===== config.mk =====
export PLATFORM = sky130hd
export DESIGN_NAME = tsp_queue
export DESIGN_NICKNAME = d
export VERILOG_FILES = /design/src/rtl/tsp_pkg.sv /design/src/rtl/tsp_queue.sv
export VERILOG_INCLUDE_DIRS = /design/src /design/src/rtl
export SDC_FILE = /design/constraint.sdc
export NUM_CORES = 1
export LEC_CHECK = 0
export ABC_AREA = 1
export BUFFER_PORTS_ARGS = -buffer_cell sky130_fd_sc_hd__buf_2
export CAP_MARGIN = 20
export CORE_MARGIN = 10
export CORE_UTILIZATION = 24
export DETAILED_ROUTE_END_ITERATION = 12
export GPL_TIMING_DRIVEN = 0
export SYNTH_ARGS = -nofsm -noshare
export SYNTH_HDL_FRONTEND = slang
export SYNTH_SLANG_ARGS = --single-unit

===== constraint.sdc =====
create_clock -name clk -period 9.27 [get_ports clk]
set_clock_uncertainty 0.15 [all_clocks]
set_input_delay 0.927 -clock clk [delete_from_list [all_inputs] [get_ports clk]]
set_output_delay 0.927 -clock clk [all_outputs]
set_load 0.005 [all_outputs]

===== src/rtl/triangle_scanline_span_top_defines.svh =====
// assertion macros shared by the span block modules
// no dependencies; taken in by `include where assertions are written
`ifndef TRIANGLE_SCANLINE_SPAN_TOP_DEFINES_SVH
`define TRIANGLE_SCANLINE_SPAN_TOP_DEFINES_SVH

// same-cycle implication, checked out of reset
`define TSP_ASSERT_NOW(lbl, clk, rst, ante, cons) \
  lbl: assert property (@(posedge clk) disable iff (rst) (ante) |-> (cons)) \
    else $error("span block check failed");

// next-cycle implication, checked out of reset
`define TSP_ASSERT_NEXT(lbl, clk, rst, ante, cons) \
  lbl: assert property (@(posedge clk) disable iff (rst) (ante) |=> (cons)) \
    else $error("span block check failed");

`endif


===== src/rtl/tsp_pkg.sv =====
// shared widths, register codes and queue item type of the span block
// no dependencies
package tsp_pkg;

  localparam int COORD_BITS = 14;
  localparam int ROW_BITS   = 13;
  localparam int REG_BITS   = 14;
  localparam int COLR_BITS  = 8;
  localparam int DIFF_BITS  = COORD_BITS + 1;
  localparam int CMP_BITS   = ((COORD_BITS > ROW_BITS) ? COORD_BITS : ROW_BITS) + 2;
  localparam int NUM_BITS   = 2 * COORD_BITS;
  localparam int QUO_BITS   = COORD_BITS;
  localparam int COL_BITS   = COORD_BITS + 2;
  localparam int WIDE_BITS  = ((COL_BITS > REG_BITS) ? COL_BITS : REG_BITS) + 2;
  localparam int Q_DEPTH    = 4;
  localparam int Q_AW       = $clog2(Q_DEPTH);
  localparam int CFG_IDX_BITS = 2;

  localparam logic [REG_BITS-1:0] WIDTH_RESET  = REG_BITS'(1440);
  localparam logic [REG_BITS-1:0] HEIGHT_RESET = REG_BITS'(720);

  typedef enum logic [CFG_IDX_BITS-1:0] {
    CFG_IMAGE_WIDTH  = 2'd0,
    CFG_IMAGE_HEIGHT = 2'd1
  } cfg_reg_t;

  // one edge ready for division: col = base + sign * num / den
  typedef struct packed {
    logic signed [COORD_BITS-1:0] base;
    logic                         neg;
    logic [NUM_BITS-1:0]          num;
    logic [COORD_BITS-1:0]        den;
  } edge_t;

  typedef struct packed {
    logic                 hit;
    logic [ROW_BITS-1:0]  row;
    logic [COLR_BITS-1:0] red;
    logic [COLR_BITS-1:0] green;
    logic [COLR_BITS-1:0] blue;
    edge_t                le;
    edge_t                re;
  } item_t;

endpackage


===== src/rtl/tsp_queue.sv =====
// short queue between front and back end
// depends on tsp_pkg and the assertion macro header
`include "triangle_scanline_span_top_defines.svh"
module tsp_queue (
  input  logic           clk,
  input  logic           rst,
  input  logic           push,
  input  tsp_pkg::item_t push_item,
  output logic           full,
  input  logic           pop,
  output logic           empty,
  output tsp_pkg::item_t pop_item
);

  localparam int AW = tsp_pkg::Q_AW;

  tsp_pkg::item_t mem [tsp_pkg::Q_DEPTH];
  logic [AW-1:0]  wr_ptr, rd_ptr;
  logic [AW:0]    count;
  logic           do_push, do_pop;

  assign full     = (count == (AW+1)'(tsp_pkg::Q_DEPTH));
  assign empty    = (count == '0);
  assign do_push  = push && !full;
  assign do_pop   = pop && !empty;
  assign pop_item = mem[rd_ptr];

  // pointers and fill count
  always_ff @(posedge clk) begin
    if (rst) begin
      wr_ptr <= '0;
      rd_ptr <= '0;
      count  <= '0;
    end else begin
      if (do_push) wr_ptr <= wr_ptr + 1'b1;
      if (do_pop)  rd_ptr <= rd_ptr + 1'b1;
      count <= count + (AW+1)'(do_push) - (AW+1)'(do_pop);
    end
  end

  always_ff @(posedge clk) begin
    if (do_push) mem[wr_ptr] <= push_item;
  end

  `TSP_ASSERT_NOW(q_count_bound, clk, rst, 1'b1, count <= (AW+1)'(tsp_pkg::Q_DEPTH))
  `TSP_ASSERT_NEXT(q_pop_only, clk, rst, do_pop && !do_push, count == $past(count) - 1'b1)
  `TSP_ASSERT_NOW(q_ptr_track, clk, rst, 1'b1, (wr_ptr - rd_ptr) == count[AW-1:0])

endmodule


== Word-level counts from Yosys, hierarchy flattened ==
Memory sizes are Yosys's and may differ from the RTL's. A register that Yosys moved wholly into a read port is not among the register bits.
Cells that the tools add are included.

* Register bits: 7
* Memory bits (writable): 608
* Input port bits: 156
* Memories kept: 1

{| class="wikitable"
|+ Memories
! name !! depth !! bits a word !! read ports !! clocked after Yosys merged registers in !! wr ports !! line !! text
|-
| mem || 4 || 152 || 1 || 1 || 1 || tsp_queue.sv:17 || <nowiki>tsp_pkg::item_t mem [tsp_pkg::Q_DEPTH];</nowiki>
|}

* Add/sub/neg operators: 4
* Eq/ne operators: 1
* Multiplexer cells: 4
* Reductions and logical operators: 5

{| class="wikitable"
|+ Operators by type and width
! operator !! number
|-
| 2-bit by 1-bit adder with 2-bit output (second input constant) || 2
|-
| 2-bit two-way mux || 2
|-
| 3-bit by 1-bit adder with 3-bit output || 1
|-
| 3-bit equality test (second input constant) || 1
|-
| 3-bit logical NOT || 1
|-
| 3-bit by 1-bit subtractor with 3-bit output || 1
|-
| 1-bit logical AND || 2
|-
| 1-bit logical NOT || 2
|-
| 1-bit two-way mux || 2
|}

== Logic depth before layout (Yosys ltp) ==
Gate-level depths: netlist of run 1.

* Depth in word-level cells: 5
* Gate-level depth with buffers: 11
* Gate-level depth less buffers: 11

== Worst setup path after synthesis of run 1 ==
OpenSTA, ideal clock, no wires.

* Kind: input port to flip-flop
* Start: in push
* End: mem mem[0][0] in the netlist's numbering (enable)
* Library setup time: 666 ps
* Arrival: 7354 ps
* Required time: 8454 ps
* Path slack: 1100 ps
* Cell stages on the path: 2
* Cell sequence: nand2_1 nor2_1

* Longest elaborated chain between the ends: 3

{| class="wikitable"
|+ RTL lines
! item !! line !! text
|-
| from (decl) || tsp_queue.sv:7 || <nowiki>input logic push,</nowiki>
|-
| 1-bit logical AND || tsp_queue.sv:24 || <nowiki>assign do_push = push && !full;</nowiki>
|-
| 1-bit two-way mux || tsp_queue.sv:42 || <nowiki>if (do_push) mem[wr_ptr] <= push_item;</nowiki>
|-
| 1-bit two-way mux (implied by the code) || tsp_queue.sv:42 ||
|-
| to (decl) || tsp_queue.sv:17 ||
|}

Every way passes these cells.

==> summary.md, run 1 <==
| Metric | Value |
|---|---|
| Status | `complete, no violations` |
| Mux contribution to synthesized area | `0` |
| Initial core utilization | `0.242` |
| Met3 GRT Util | `0.0405` |
| Post-synthesis compound-gate area fraction | `0.121` |
| Number of library cell types mapped by synthesis | `22` |
| RSZ-0062 raised after global routing | `no` |
| Seq/Total Area, Yosys | `0.774` |
| Syn Std Cell Area | `between 20,000 and 25,000 µm²` |
| CORE AREA | `98,400 µm²` |
| Clock power frac | `0.338` |
| Post-Synth Adder-Cell Area | `0.00399` |
| Fillcell total | `9,838` |
| Clk_lat worst skew | `a little over 0.6 ns` |
| GRT Max-Usage Layer | `met2` |
| Clock Path Buffers | `3` |
| Fraction of synthesized cell area in xor and xnor cells | `0` |
| Total CTS buffers | `~70` |
| Synthesis-stage register bit count | `~620` |
| Post-CTS Resized | `0` |
| GRT met1 Usage | `0.148` |
| Met2 GRT Util | `0.191` |
| Hold_buf cts | `0` |
| Final setup viols | `0` |
| Async SR Flop Fraction | `0` |
| Worst vdd ir | `192 µV` |
| # rows | `115` |
| Final core utilization | `0.304` |
| Die H | `335 µm` |
| Clock Sinks | `617` |
| Number of enable flip-flop cells after synthesis | `608` |
| DR vias | `14,400` |
| Sw Ratio | `0.303` |
| Vias in the first global route | `~14,000` |
| Layout cells sized above 1 | `0.310` |
| CP Data Required Time | `between 8 and 9 ns` |
| Post-CTS Setup Bufs | `0` |
| Max-cap viol count | `0` |
| Antenna Nets Post-Route | `0` |
| Leak | `10.2 nW` |
| Post-DR wirelength/cell | `20.8 µm` |
| Simple-gate portion of the synthesized area | `0.0716` |
| Ys flop type | `edfxtp_1` |
| Crit path max fanout | `10` |
| Post-route clock period utilization | `0.424` |
| Hold_ws | `0.346 ns` |
| Placed instance count | `3,161` |
| Die Area | `112,000 µm²` |
| Area occupied by multi-input gates | `about 4700 µm²` |
| Slew Limit Headroom | `0.407` |
| Clk slew on worst S/H paths | `0.06 ns` |
| Sequential share of power | `0.416` |
| Initial antenna violation count | `19` |
| Fmax | `254 MHz` |
| Switch Pwr | `roughly 0.0025 W` |
| Fin crit period | `3.93 ns` |
| Global-route wire length before repair | `97.2 mm` |
| Final #Nets | `2,111` |
| Yosys warnings | `0` |
| H-Tree Depth | `3` |
| Post-DP HPWL | `46.1 mm` |
| DRT Pass-1 Iters | `5` |
| IO buf count | `roughly 300` |
| DRT iter0 DRCs | `approximately 980` |
| Total wire length | `68.7 mm` |
| HP Class | `flip-flop to flip-flop` |
| Power per cell area | `279 nW/µm²` |
| Int Pwr | `around 0.0058 W` |
| Vias per cell | `4.38` |
| CTS tree | `done` |
| Largest family of logic cells by synthesized area | `compound AO/OA/AOI/OAI gates` |
| Storage cell area | `18,400 µm²` |
| Syn Inst Count | `1,539` |
| DIE WIDTH | `335 µm` |
| Syn Nets | `1,702` |
| Critical path class | `flip-flop to output port` |
| Tot GR Track Use | `0.118` |
| Root Driver | `clkbuf_16` |
| Num ports | `310` |
| Logic pwr share | `0.246` |
| Largest net degree at the start of global routing | `28` |
| Crit end category | `output port` |
| Area grow syn2layout | `25.8%` |
| DRC Markers | `0` |
| Final std cells w/o fill | `3,296` |
| Fin. max-slew vios | `0` |
| Slew @ Worst Pin | `0.888 ns` |
| GP Congestion | `0.719` |
| Final Hold Vio Count | `0` |
| CP Launch Type | `flip-flop` |
| Gr ovfl total | `0` |
| Synth Area per Inst | `15.5 µm²` |
| WP data arrival | `2.86 ns` |
-- metal layers --
layer  part of all wire  up-vias  wire (µm)
met3              0.081      112       5550
met4              0.020       26       1390
li1                   -     6688          -
met1               0.42     7194      28600
met5             0.0025        -        173
met2               0.48      412      32900
-- power by group through the flow --
stage	sequential, W	combinational [W]	clock [W]
global route	0.00349	0.00226	0.00302
CTS	0.00347	0.00212	0.00291
global placement	0.00369	0.00201	0
finish	0.00347	0.00205	0.00282
floorplan	0.00360	0.00106	0
detailed placement	0.00353	0.00212	0
-- state kept, by name (all words and copies together) (netlist names), named ones only --
| name | cells |
|---|---|
| rd_ptr | 2 |
| mem | 608 |
| count | 3 |
| wr_ptr | 2 |
-- worst paths after layout --
path / startpoint / to / slack, ns / cells past startpoint
worst max-delay path: flip-flop / pop_item[142] / 5.34 / 7
worst min register to register: rd_ptr[0]$_SDFFE_PP0P_ / flip-flop / 0.35 / 2
worst min-delay path: rd_ptr[0]$_SDFFE_PP0P_ / flip-flop / 0.35 / 2
worst max register to register: count[1]$_SDFF_PP0_ / mem[3][126]$_DFFE_PP_ / 6.11 / 8
-- cell type report --
class / instances / share of cell area
antenna: 8 / 0.000668
buffer: 100 / 0.0208
clock buffer: 90 / 0.0638
clock inverter: 37 / 0.0148
inverter: 20 / 0.00272
multi-input combinational: 802 / 0.157
sequential: 617 / 0.616
tap: 1287 / 0.0538
timing repair buffer: 335 / 0.0708
-- cell usage in the layout (no fill, tap or decap) --
| cell | Yosys | final |
|---|---|---|
| buf_2 | 28 | 337 |
| dfxtp_1 | 9 | 9 |
| a21oi_1 | 5 | 5 |
| buf_12 | 8 | 27 |
| clkinv_8 | 0 | 1 |
| clkinvlp_4 | 0 | 7 |
| diode_2 | 0 | 8 |
| bufinv_16 | 0 | 8 |
| inv_8 | 0 | 2 |
| nor2_4 | 59 | 63 |
| o22ai_2 | 60 | 60 |
| fa_1 | 1 | 1 |
| nor2_1 | 258 | 254 |
| nor2_2 | 1 | 1 |
| o22ai_1 | 92 | 92 |
| clkinv_2 | 1 | 9 |
| buf_6 | 5 | 5 |
| inv_1 | 18 | 18 |
| nand3_1 | 4 | 4 |
| o21ai_0 | 242 | 242 |
| nand2_1 | 12 | 12 |
| clkbuf_1 | 47 | 63 |
| buf_16 | 0 | 7 |
| clkinv_4 | 0 | 2 |
| o21ai_1 | 62 | 62 |
| edfxtp_1 | 608 | 608 |
| ha_1 | 6 | 6 |
| inv_6 | 1 | 5 |
| clkbuf_16 | 0 | 74 |
| buf_4 | 12 | 12 |
| clkinv_1 | 0 | 5 |
-- kinds of logic (layout without fill, tap and decap cells) --
| group | after synthesis | in the layout |
|---|---|---|
| fa+ha+maj | 7 | 7 |
| other cells | 0 | 8 |
| flops | 617 | 617 |
| buf+inv | 120 | 582 |
| simple gates | 334 | 334 |
| compound gates | 461 | 461 |
-- worst max-delay path: stages (launching register included) --
cell	delay [ns]
dfxtp_1	0.29
buf_4	0.21
clkinv_2	0.27
buf_4	0.33
clkbuf_1	0.52
o21ai_0	0.22
o22ai_2	0.18
buf_2	0.17
-- cell usage after synthesis (9+ instances only) --
cell      instances  area, µm²
inv_1            18       67.6
nor2_1          258        968
o22ai_1          92        576
o21ai_0         242       1210
buf_4            12       90.1
clkbuf_1         47        176
nand2_1          12       45.0
dfxtp_1           9        180
o22ai_2          60        751
buf_2            28        140
edfxtp_1        608      18300
o21ai_1          62        310
nor2_4           59        664
-- per-stage QoR --
stage	instance area (µm²)	power (W)	setup TNS (ns)	setup slack, ns
final	29900	0.00835	0	5.34
after global routing	29900	0.00876	0	5.13
after CTS	29900	0.00850	0	5.17
after detailed placement	27600	0.00564	0	5.66
after global placement	27000	0.00569	-3004.59	-5.24
after floorplan	23800	0.00466	0	1.10
No activity file was read; power rests on OpenSTA's default activity.
==> inputs of run 2 (changes only) <==
==> constraint.sdc (replaced) <==
create_clock -name clk -period 3.5 [get_ports clk]
set_clock_uncertainty 0.15 [all_clocks]
set_input_delay 0.35 -clock clk [delete_from_list [all_inputs] [get_ports clk]]
set_output_delay 0.35 -clock clk [all_outputs]
set_load 0.005 [all_outputs]
==> run 2 against run 1 <==
Sequential cell count unchanged. Clock power rose to 2.6 times the previous value. Wire length is 1.7% higher. Global-route usage increased by 0.32 points. Hold slack lost 0.035 ns. Register-to-register slack lost 5.2 ns. Combinational power grew to 2.7 times the previous value. Highest routed layer unchanged. Critical path depth fell by 1. First-iteration DRC count increased by 3.6%.
==> summary.md, run 2 (synthesis gave the netlist of run 1 again) <==
| Metric | Value |
|---|---|
| Num ports | `310 (unchanged)` |
| Die Area | `112,000 µm² (unchanged)` |
| CP Data Required Time | `3.00 ns (was 8.19 ns)` |
| CP Launch Type | `flip-flop (unchanged)` |
| Power per cell area | `702 nW/µm² (was 279 nW/µm²)` |
| HP Class | `input pin to flip-flop (was flip-flop to flip-flop)` |
| CTS tree | `done (unchanged)` |
| Initial core utilization | `0.242 (unchanged)` |
| Largest regs | `mem x608, count x3 (unchanged)` |
| Crit-path max cell delay | `0.55 ns (was 0.52 ns)` |
| CORE AREA | `98,400 µm² (unchanged)` |
| Leak | `10.7 nW (was 10.2 nW)` |
| Max FFs per register | `608 (unchanged)` |
| Final Hold Vio Count | `0 (unchanged)` |
| Fillcell total | `9,652 (was 9,838)` |
| Post-route clock period utilization | `0.941` |
| RSZ-0062 raised after global routing | `no (unchanged)` |
| Logic pwr share | `0.253 (was 0.246)` |
| Post-DP HPWL | `46.4 mm (was 46.1 mm)` |
| Hold_ws | `0.311 ns (was 0.346 ns)` |
| Critical path class | `flip-flop to output port (unchanged)` |
| Design area | `31,300 µm² (was 29,900 µm²)` |
| DRT Pass-1 Iters | `5 (unchanged)` |
| Worst vdd ir | `436 µV (was 192 µV)` |
| Global-route wire length before repair | `101 mm (was 97.2 mm)` |
| Final #Nets | `2,264 (was 2,111)` |
| # rows | `115 (unchanged)` |
| Final setup viols | `0 (unchanged)` |
| Slew Limit Headroom | `0.436 (was 0.407)` |
| Tot GR Track Use | `0.121 (was 0.118)` |
| Commonest cells after routing, fill and taps aside | `edfxtp_1 (608), buf_2 (336), nor2_1 (254), o21ai_0 (242), dlygate4sd3_1 (155) (was edfxtp_1 (608), buf_2 (337), nor2_1 (254), o21ai_0 (242), o22ai_1 (92))` |
| Area grow syn2layout | `31.6% (was 25.8%)` |
| CP bufs+invs | `4 (was 5)` |
| Post-DR wirelength/cell | `20.3 µm (was 20.8 µm)` |
| DRC Markers | `0 (unchanged)` |
| Fmax | `approximately 300 MHz` |
| Gr ovfl total | `0 (unchanged)` |
| Cells along the critical path | `buf_4 > buf_4 > clkbuf_1 > o21ai_0 > o22ai_2 > buf_2 (was buf_4 > clkinv_2 > buf_4 > clkbuf_1 > o21ai_0 > o22ai_2 > buf_2)` |
| Die H | `335 µm (unchanged)` |
| Status | `complete, no violations (unchanged)` |
| Antenna Nets Post-Route | `0 (unchanged)` |
| Clk_lat worst skew | `0.61 ns (was 0.62 ns)` |
| Fin crit period | `3.29 ns` |
| Int Pwr | `0.0153 W (was 0.00582 W)` |
| Total wire length | `69.8 mm (was 68.7 mm)` |
| Total Power | `0.0220 W (was 0.00835 W)` |
| Clock Sinks | `617 (unchanged)` |
| Crit-path leading delay family | `buffers and inverters (unchanged)` |
| Largest net degree at the start of global routing | `28 (unchanged)` |
| DIE WIDTH | `335 µm (unchanged)` |
| Layout cells sized above 1 | `0.286 (was 0.310)` |
| Clock Path Buffers | `3 (unchanged)` |
| Sequential share of power | `0.418 (was 0.416)` |
| Clock power frac | `0.329 (was 0.338)` |
| Max-cap viol count | `0 (unchanged)` |
| Slew @ Worst Pin | `0.846 ns (was 0.888 ns)` |
| WP data arrival | `2.79 ns (was 2.86 ns)` |
| R2R Setup Slk | `0.88 ns (was 6.11 ns)` |
| DP Worst Slack | `0.479 ns (was 5.66 ns)` |
| Setup slack after layout | `0.206 ns (was 5.34 ns)` |
| Switch Pwr | `0.00670 W (was 0.00253 W)` |
| Largest Register | `mem (unchanged)` |
| Most frequent CP cell | `buf_4 (unchanged)` |
| Commonest non-fill, non-tap cell in the layout | `edfxtp_1 (unchanged)` |
| CP max-delay cell | `clkbuf_1 (unchanged)` |
| Fin. max-slew vios | `0 (unchanged)` |
| H-Tree Depth | `3 (unchanged)` |
| Crit path max fanout | `10 (unchanged)` |
| Sw Ratio | `0.305 (was 0.303)` |
| DRT iter0 DRCs | `1,018 (was 983)` |
| Vias in the first global route | `15,600 (was 14,300)` |
| Initial antenna violation count | `9 (was 19)` |
| DR vias | `15,000 (was 14,400)` |
| Total CTS buffers | `71 (was 72)` |
| Clk slew on worst S/H paths | `0.06 ns (about the same)` |
| GP Congestion | `0.714 (was 0.719)` |
| Vias per cell | `4.36 (was 4.38)` |
| Post-place instance area | `27,500 µm² (was 27,600 µm²)` |
| Root Driver | `clkbuf_16 (unchanged)` |
| Crit end category | `output port (unchanged)` |
| IO buf count | `309 (unchanged)` |
run 2: worst paths after layout:
check                          from                     end  cells after the start
max                       flip-flop           pop_item[139]                      6
min                             rst     count[1]$_SDFF_PP0_                      3
max reg2reg     count[1]$_SDFF_PP0_    mem[0][99]$_DFFE_PP_                      7
min reg2reg  rd_ptr[0]$_SDFFE_PP0P_  rd_ptr[0]$_SDFFE_PP0P_                      2
run 2: per-stage QoR:
stage,instances,util,setup TNS [ns]
2_1_floorplan,1539,-,0
3_3_place_gp,3135,0.274,-1236.09
3_5_place_dp,3160,0.280,0
4_1_cts,3439,0.318,0
5_1_grt,3443,0.318,0
6_report,3445,0.319,0
run 2: metal layers:
metal | vias to the layer above | share of wire | track usage
li1 | 6981 | - | -
met3 | 90 | 0.067 | 0.0298
met5 | - | 0.00063 | 0
met1 | 7460 | 0.44 | 0.157
met4 | 8 | 0.019 | 0.0354
met2 | 495 | 0.48 | 0.199
run 2: final cells by class:
cell class	instances	area, µm²	area share
sequential	617	18400	0.588
antenna	6	15.0	0.000479
buffer	100	629	0.0201
timing repair buffer	489	3610	0.115
inverter	20	81.3	0.00259
multi-input combinational	802	4710	0.150
clock inverter	38	403	0.0129
clock buffer	86	1850	0.0591
tap	1287	1610	0.0514
run 2: repair_timing:
| item | in CTS | in global routing |
|---|---|---|
| setup buffers | 0 | 0 |
| hold buffers | 155 | 0 |
| setup endpoints to repair | 16 | 1 |
| resized for setup | 3 | 1 |
| endpoints found under the hold margin | 617 | 0 |
run 2: tightest hold or removal path, cell delays in order:
cell and delay (ns):
dlygate4sd3_1 0.52, buf_2 0.12, nor2_1 0.04
run 2: power groups by stage:
stage	logic (W)	clock network, W	registers (W)
CTS	0.00575	0.00741	0.00920
global placement	0.00536	0	0.00947
floorplan	0.00283	0	0.00938
global route	0.00612	0.00770	0.00925
finish	0.00557	0.00724	0.00919
detailed placement	0.00559	0	0.00935
==> inputs of run 3 (changes only) <==
--- a/config.mk
+++ b/config.mk
@@ -9,10 +9,15 @@
 export ABC_AREA = 1
 export BUFFER_PORTS_ARGS = -buffer_cell sky130_fd_sc_hd__buf_2
 export CAP_MARGIN = 20
+export CELL_PAD_IN_SITES_DETAIL_PLACEMENT = 1
+export CELL_PAD_IN_SITES_GLOBAL_PLACEMENT = 1
+export CORE_ASPECT_RATIO = 1.25
 export CORE_MARGIN = 10
 export CORE_UTILIZATION = 24
 export DETAILED_ROUTE_END_ITERATION = 12
 export GPL_TIMING_DRIVEN = 0
+export PLACE_DENSITY_LB_ADDON = 0.1
+export SKIP_LAST_GASP = 1
 export SYNTH_ARGS = -nofsm -noshare
 export SYNTH_HDL_FRONTEND = slang
 export SYNTH_SLANG_ARGS = --single-unit
==> run 3 against run 2 <==
Design area increased by 0.63%. Via count increased by 0.23%. Global-route usage rose by 1.7 points. Hold slack gained 0.019 ns. Sequential power hardly changed. Die area is essentially flat. Sequential share of layout area fell by 0.37 points. Sequential cell count unchanged. Worst setup slack better by 0.021 ns. Count of clock-buffer cells in the layout unchanged.
==> summary.md, run 3 (synthesis gave the netlist of run 1 again) <==
| Metric | Value |
|---|---|
| DIE WIDTH | `302 µm (was 335 µm)` |
| GRT Max-Usage Layer | `met2 (unchanged)` |
| Clk_lat worst skew | `0.61 ns (about the same)` |
| WP data arrival | `2.77 ns (was 2.79 ns)` |
| Post-CTS Resized | `0 (was 3)` |
| Post-DP HPWL | `53.0 mm (was 46.4 mm)` |
| Clock Sinks | `617 (unchanged)` |
| Met2 GRT Util | `0.237 (was 0.199)` |
| Total wire length | `79.2 mm (was 69.8 mm)` |
| Switch Pwr | `0.00695 W (was 0.00670 W)` |
| Total CTS buffers | `73 (was 71)` |
| Fillcell total | `10,400 (was 9,652)` |
| Die Area | `112,000 µm² (about the same)` |
| Initial antenna violation count | `9 (unchanged)` |
| Design area | `31,500 µm² (was 31,300 µm²)` |
| Sequential share of power | `0.410 (was 0.418)` |
| Max FFs per register | `608 (unchanged)` |
| Largest regs | `mem x608, count x3 (unchanged)` |
| Num ports | `310 (unchanged)` |
| Final Hold Vio Count | `0 (unchanged)` |
| Fin. max-slew vios | `0 (unchanged)` |
| DRT iter0 DRCs | `722 (was 1,018)` |
| DP Worst Slack | `0.743 ns (was 0.479 ns)` |
| Placed instance count | `3,187 (was 3,160)` |
| Clock power frac | `0.333 (was 0.329)` |
| CORE AREA | `98,800 µm² (was 98,400 µm²)` |
| Area grow syn2layout | `32.5% (was 31.6%)` |
| Initial core utilization | `0.241 (was 0.242)` |
| Vias in the first global route | `16,500 (was 15,600)` |
| Final setup viols | `0 (unchanged)` |
| Fmax | `306 MHz (was 304 MHz)` |
| Max-cap viol count | `0 (unchanged)` |
| Post-DR wirelength/cell | `22.8 µm (was 20.3 µm)` |
| Root Driver | `clkbuf_16 (unchanged)` |
| Final #Nets | `2,270 (was 2,264)` |
| Leak | `10.8 nW (was 10.7 nW)` |
| GP Congestion | `0.694 (was 0.714)` |
| Total Power | `0.0225 W (was 0.0220 W)` |
| DRT Pass-1 Iters | `4 (was 5)` |
| Setup slack after layout | `0.227 ns (was 0.206 ns)` |
| Crit path max fanout | `10 (unchanged)` |
| Met3 GRT Util | `0.0346 (was 0.0298)` |
| Critical path class | `flip-flop to output port (unchanged)` |
| Largest Register | `mem (unchanged)` |
| GRT met1 Usage | `0.173 (was 0.157)` |
| Clock Path Buffers | `3 (unchanged)` |
| IO buf count | `309 (unchanged)` |
| R2R Setup Slk | `0.86 ns (was 0.88 ns)` |
| Vias per cell | `4.34 (was 4.36)` |
| CP Data Required Time | `3.00 ns (about the same)` |
| H-Tree Depth | `3 (unchanged)` |
| CTS tree | `done (unchanged)` |
| Crit end category | `output port (unchanged)` |
| Commonest non-fill, non-tap cell in the layout | `edfxtp_1 (unchanged)` |
| DRC Markers | `0 (unchanged)` |
| Final std cells w/o fill | `3,476 (was 3,445)` |
| Global-route wire length before repair | `114 mm (was 101 mm)` |
| Power per cell area | `712 nW/µm² (was 702 nW/µm²)` |
| Slew @ Worst Pin | `0.883 ns (was 0.846 ns)` |
| Slew Limit Headroom | `0.410 (was 0.436)` |
| RSZ-0062 raised after global routing | `no (unchanged)` |
| HP Class | `input pin to flip-flop (unchanged)` |
| Final core utilization | `0.319 (about the same)` |
| Logic pwr share | `0.257 (was 0.253)` |
| Largest net degree at the start of global routing | `25 (was 28)` |
| Worst vdd ir | `334 µV (was 436 µV)` |
| # rows | `129 (was 115)` |
| Int Pwr | `0.0155 W (was 0.0153 W)` |
| Post-route clock period utilization | `0.935 (was 0.941)` |
| Sw Ratio | `0.309 (was 0.305)` |
| Fin crit period | `3.27 ns (was 3.29 ns)` |
| Tot GR Track Use | `0.139 (was 0.121)` |
| Layout cells sized above 1 | `0.286 (about the same)` |
| DR vias | `15,100 (was 15,000)` |
| Commonest cells after routing, fill and taps aside | `edfxtp_1 (608), buf_2 (337), nor2_1 (254), o21ai_0 (242), dlygate4sd3_1 (155) (was edfxtp_1 (608), buf_2 (336), nor2_1 (254), o21ai_0 (242), dlygate4sd3_1 (155))` |
| Post-place instance area | `27,700 µm² (was 27,500 µm²)` |
| Gr ovfl total | `0 (unchanged)` |
| Die H | `372 µm (was 335 µm)` |
| Clk slew on worst S/H paths | `0.06 ns (about the same)` |
| Antenna Nets Post-Route | `0 (unchanged)` |
| CP Launch Type | `flip-flop (unchanged)` |
| Status | `complete, no violations (unchanged)` |
[run 3: cell count changes in the layout (fill, tap and decap cells not counted), moves of 2 or more]
cell,before,now
buf_16,1,4
clkbuf_16,72,76
clkbuf_2,3,0
clkinv_1,13,21
clkinv_2,6,10
clkinvlp_4,4,2
inv_6,7,2
[run 3: routing by layer]
layer	up-vias	wire (µm)
met1	7656	34200
li1	6979	-
met4	8	1500
met5	-	41
met2	321	39200
met3	105	4270
[run 3: power groups by stage]
stage | combinational [W] | sequential (W) | clock, W
detailed placement | 0.00592 | 0.00936 | 0
global placement | 0.00561 | 0.00949 | 0
finish | 0.00577 | 0.00920 | 0.00748
floorplan | 0.00283 | 0.00938 | 0
CTS | 0.00609 | 0.00921 | 0.00777
global route | 0.00642 | 0.00926 | 0.00807
[run 3: per-stage QoR]
step,TNS [ns],hold slack (ns)
floorplan,0,0.271
global placement,-1578.74,0.318
detailed placement,0,0.325
CTS,0,0.276
global route,0,0.313
finish,0,0.330
[run 3: area by class of cell]
| type | instances | area [µm²] | area share |
|---|---|---|---|
| clock buffer | 86 | 1940 | 0.0615 |
| multi-input combinational | 802 | 4710 | 0.149 |
| inverter | 20 | 81.3 | 0.00258 |
| timing repair buffer | 493 | 3710 | 0.118 |
| tap | 1310 | 1640 | 0.0520 |
| sequential | 617 | 18400 | 0.584 |
| clock inverter | 43 | 394 | 0.0125 |
| buffer | 100 | 623 | 0.0198 |
| antenna | 5 | 12.5 | 0.000397 |
[run 3: final timing paths]
kind,endpoint,startpoint,depth (start not counted)
setup / recovery,pop_item[86],flip-flop,7
hold / removal,count[1]$_SDFF_PP0_,rst,3
setup reg to reg,mem[3][113]$_DFFE_PP_,count[1]$_SDFF_PP0_,7
hold reg to reg,rd_ptr[0]$_SDFFE_PP0P_,rd_ptr[0]$_SDFFE_PP0P_,2
[run 3: repair_timing]
| action | 4_1_cts | 5_1_grt |
|---|---|---|
| hold endpoints to repair | 617 | 0 |
| hold buffers | 155 | 0 |
| buffers inserted | 0 | 0 |
[run 3: critical path: stages, from the launching register on]
cell and delay (ns):
dfxtp_1 0.29, buf_4 0.20, clkinv_2 0.22, buf_4 0.31
clkbuf_1 0.47, o21ai_0 0.23, o22ai_2 0.24, buf_2 0.17
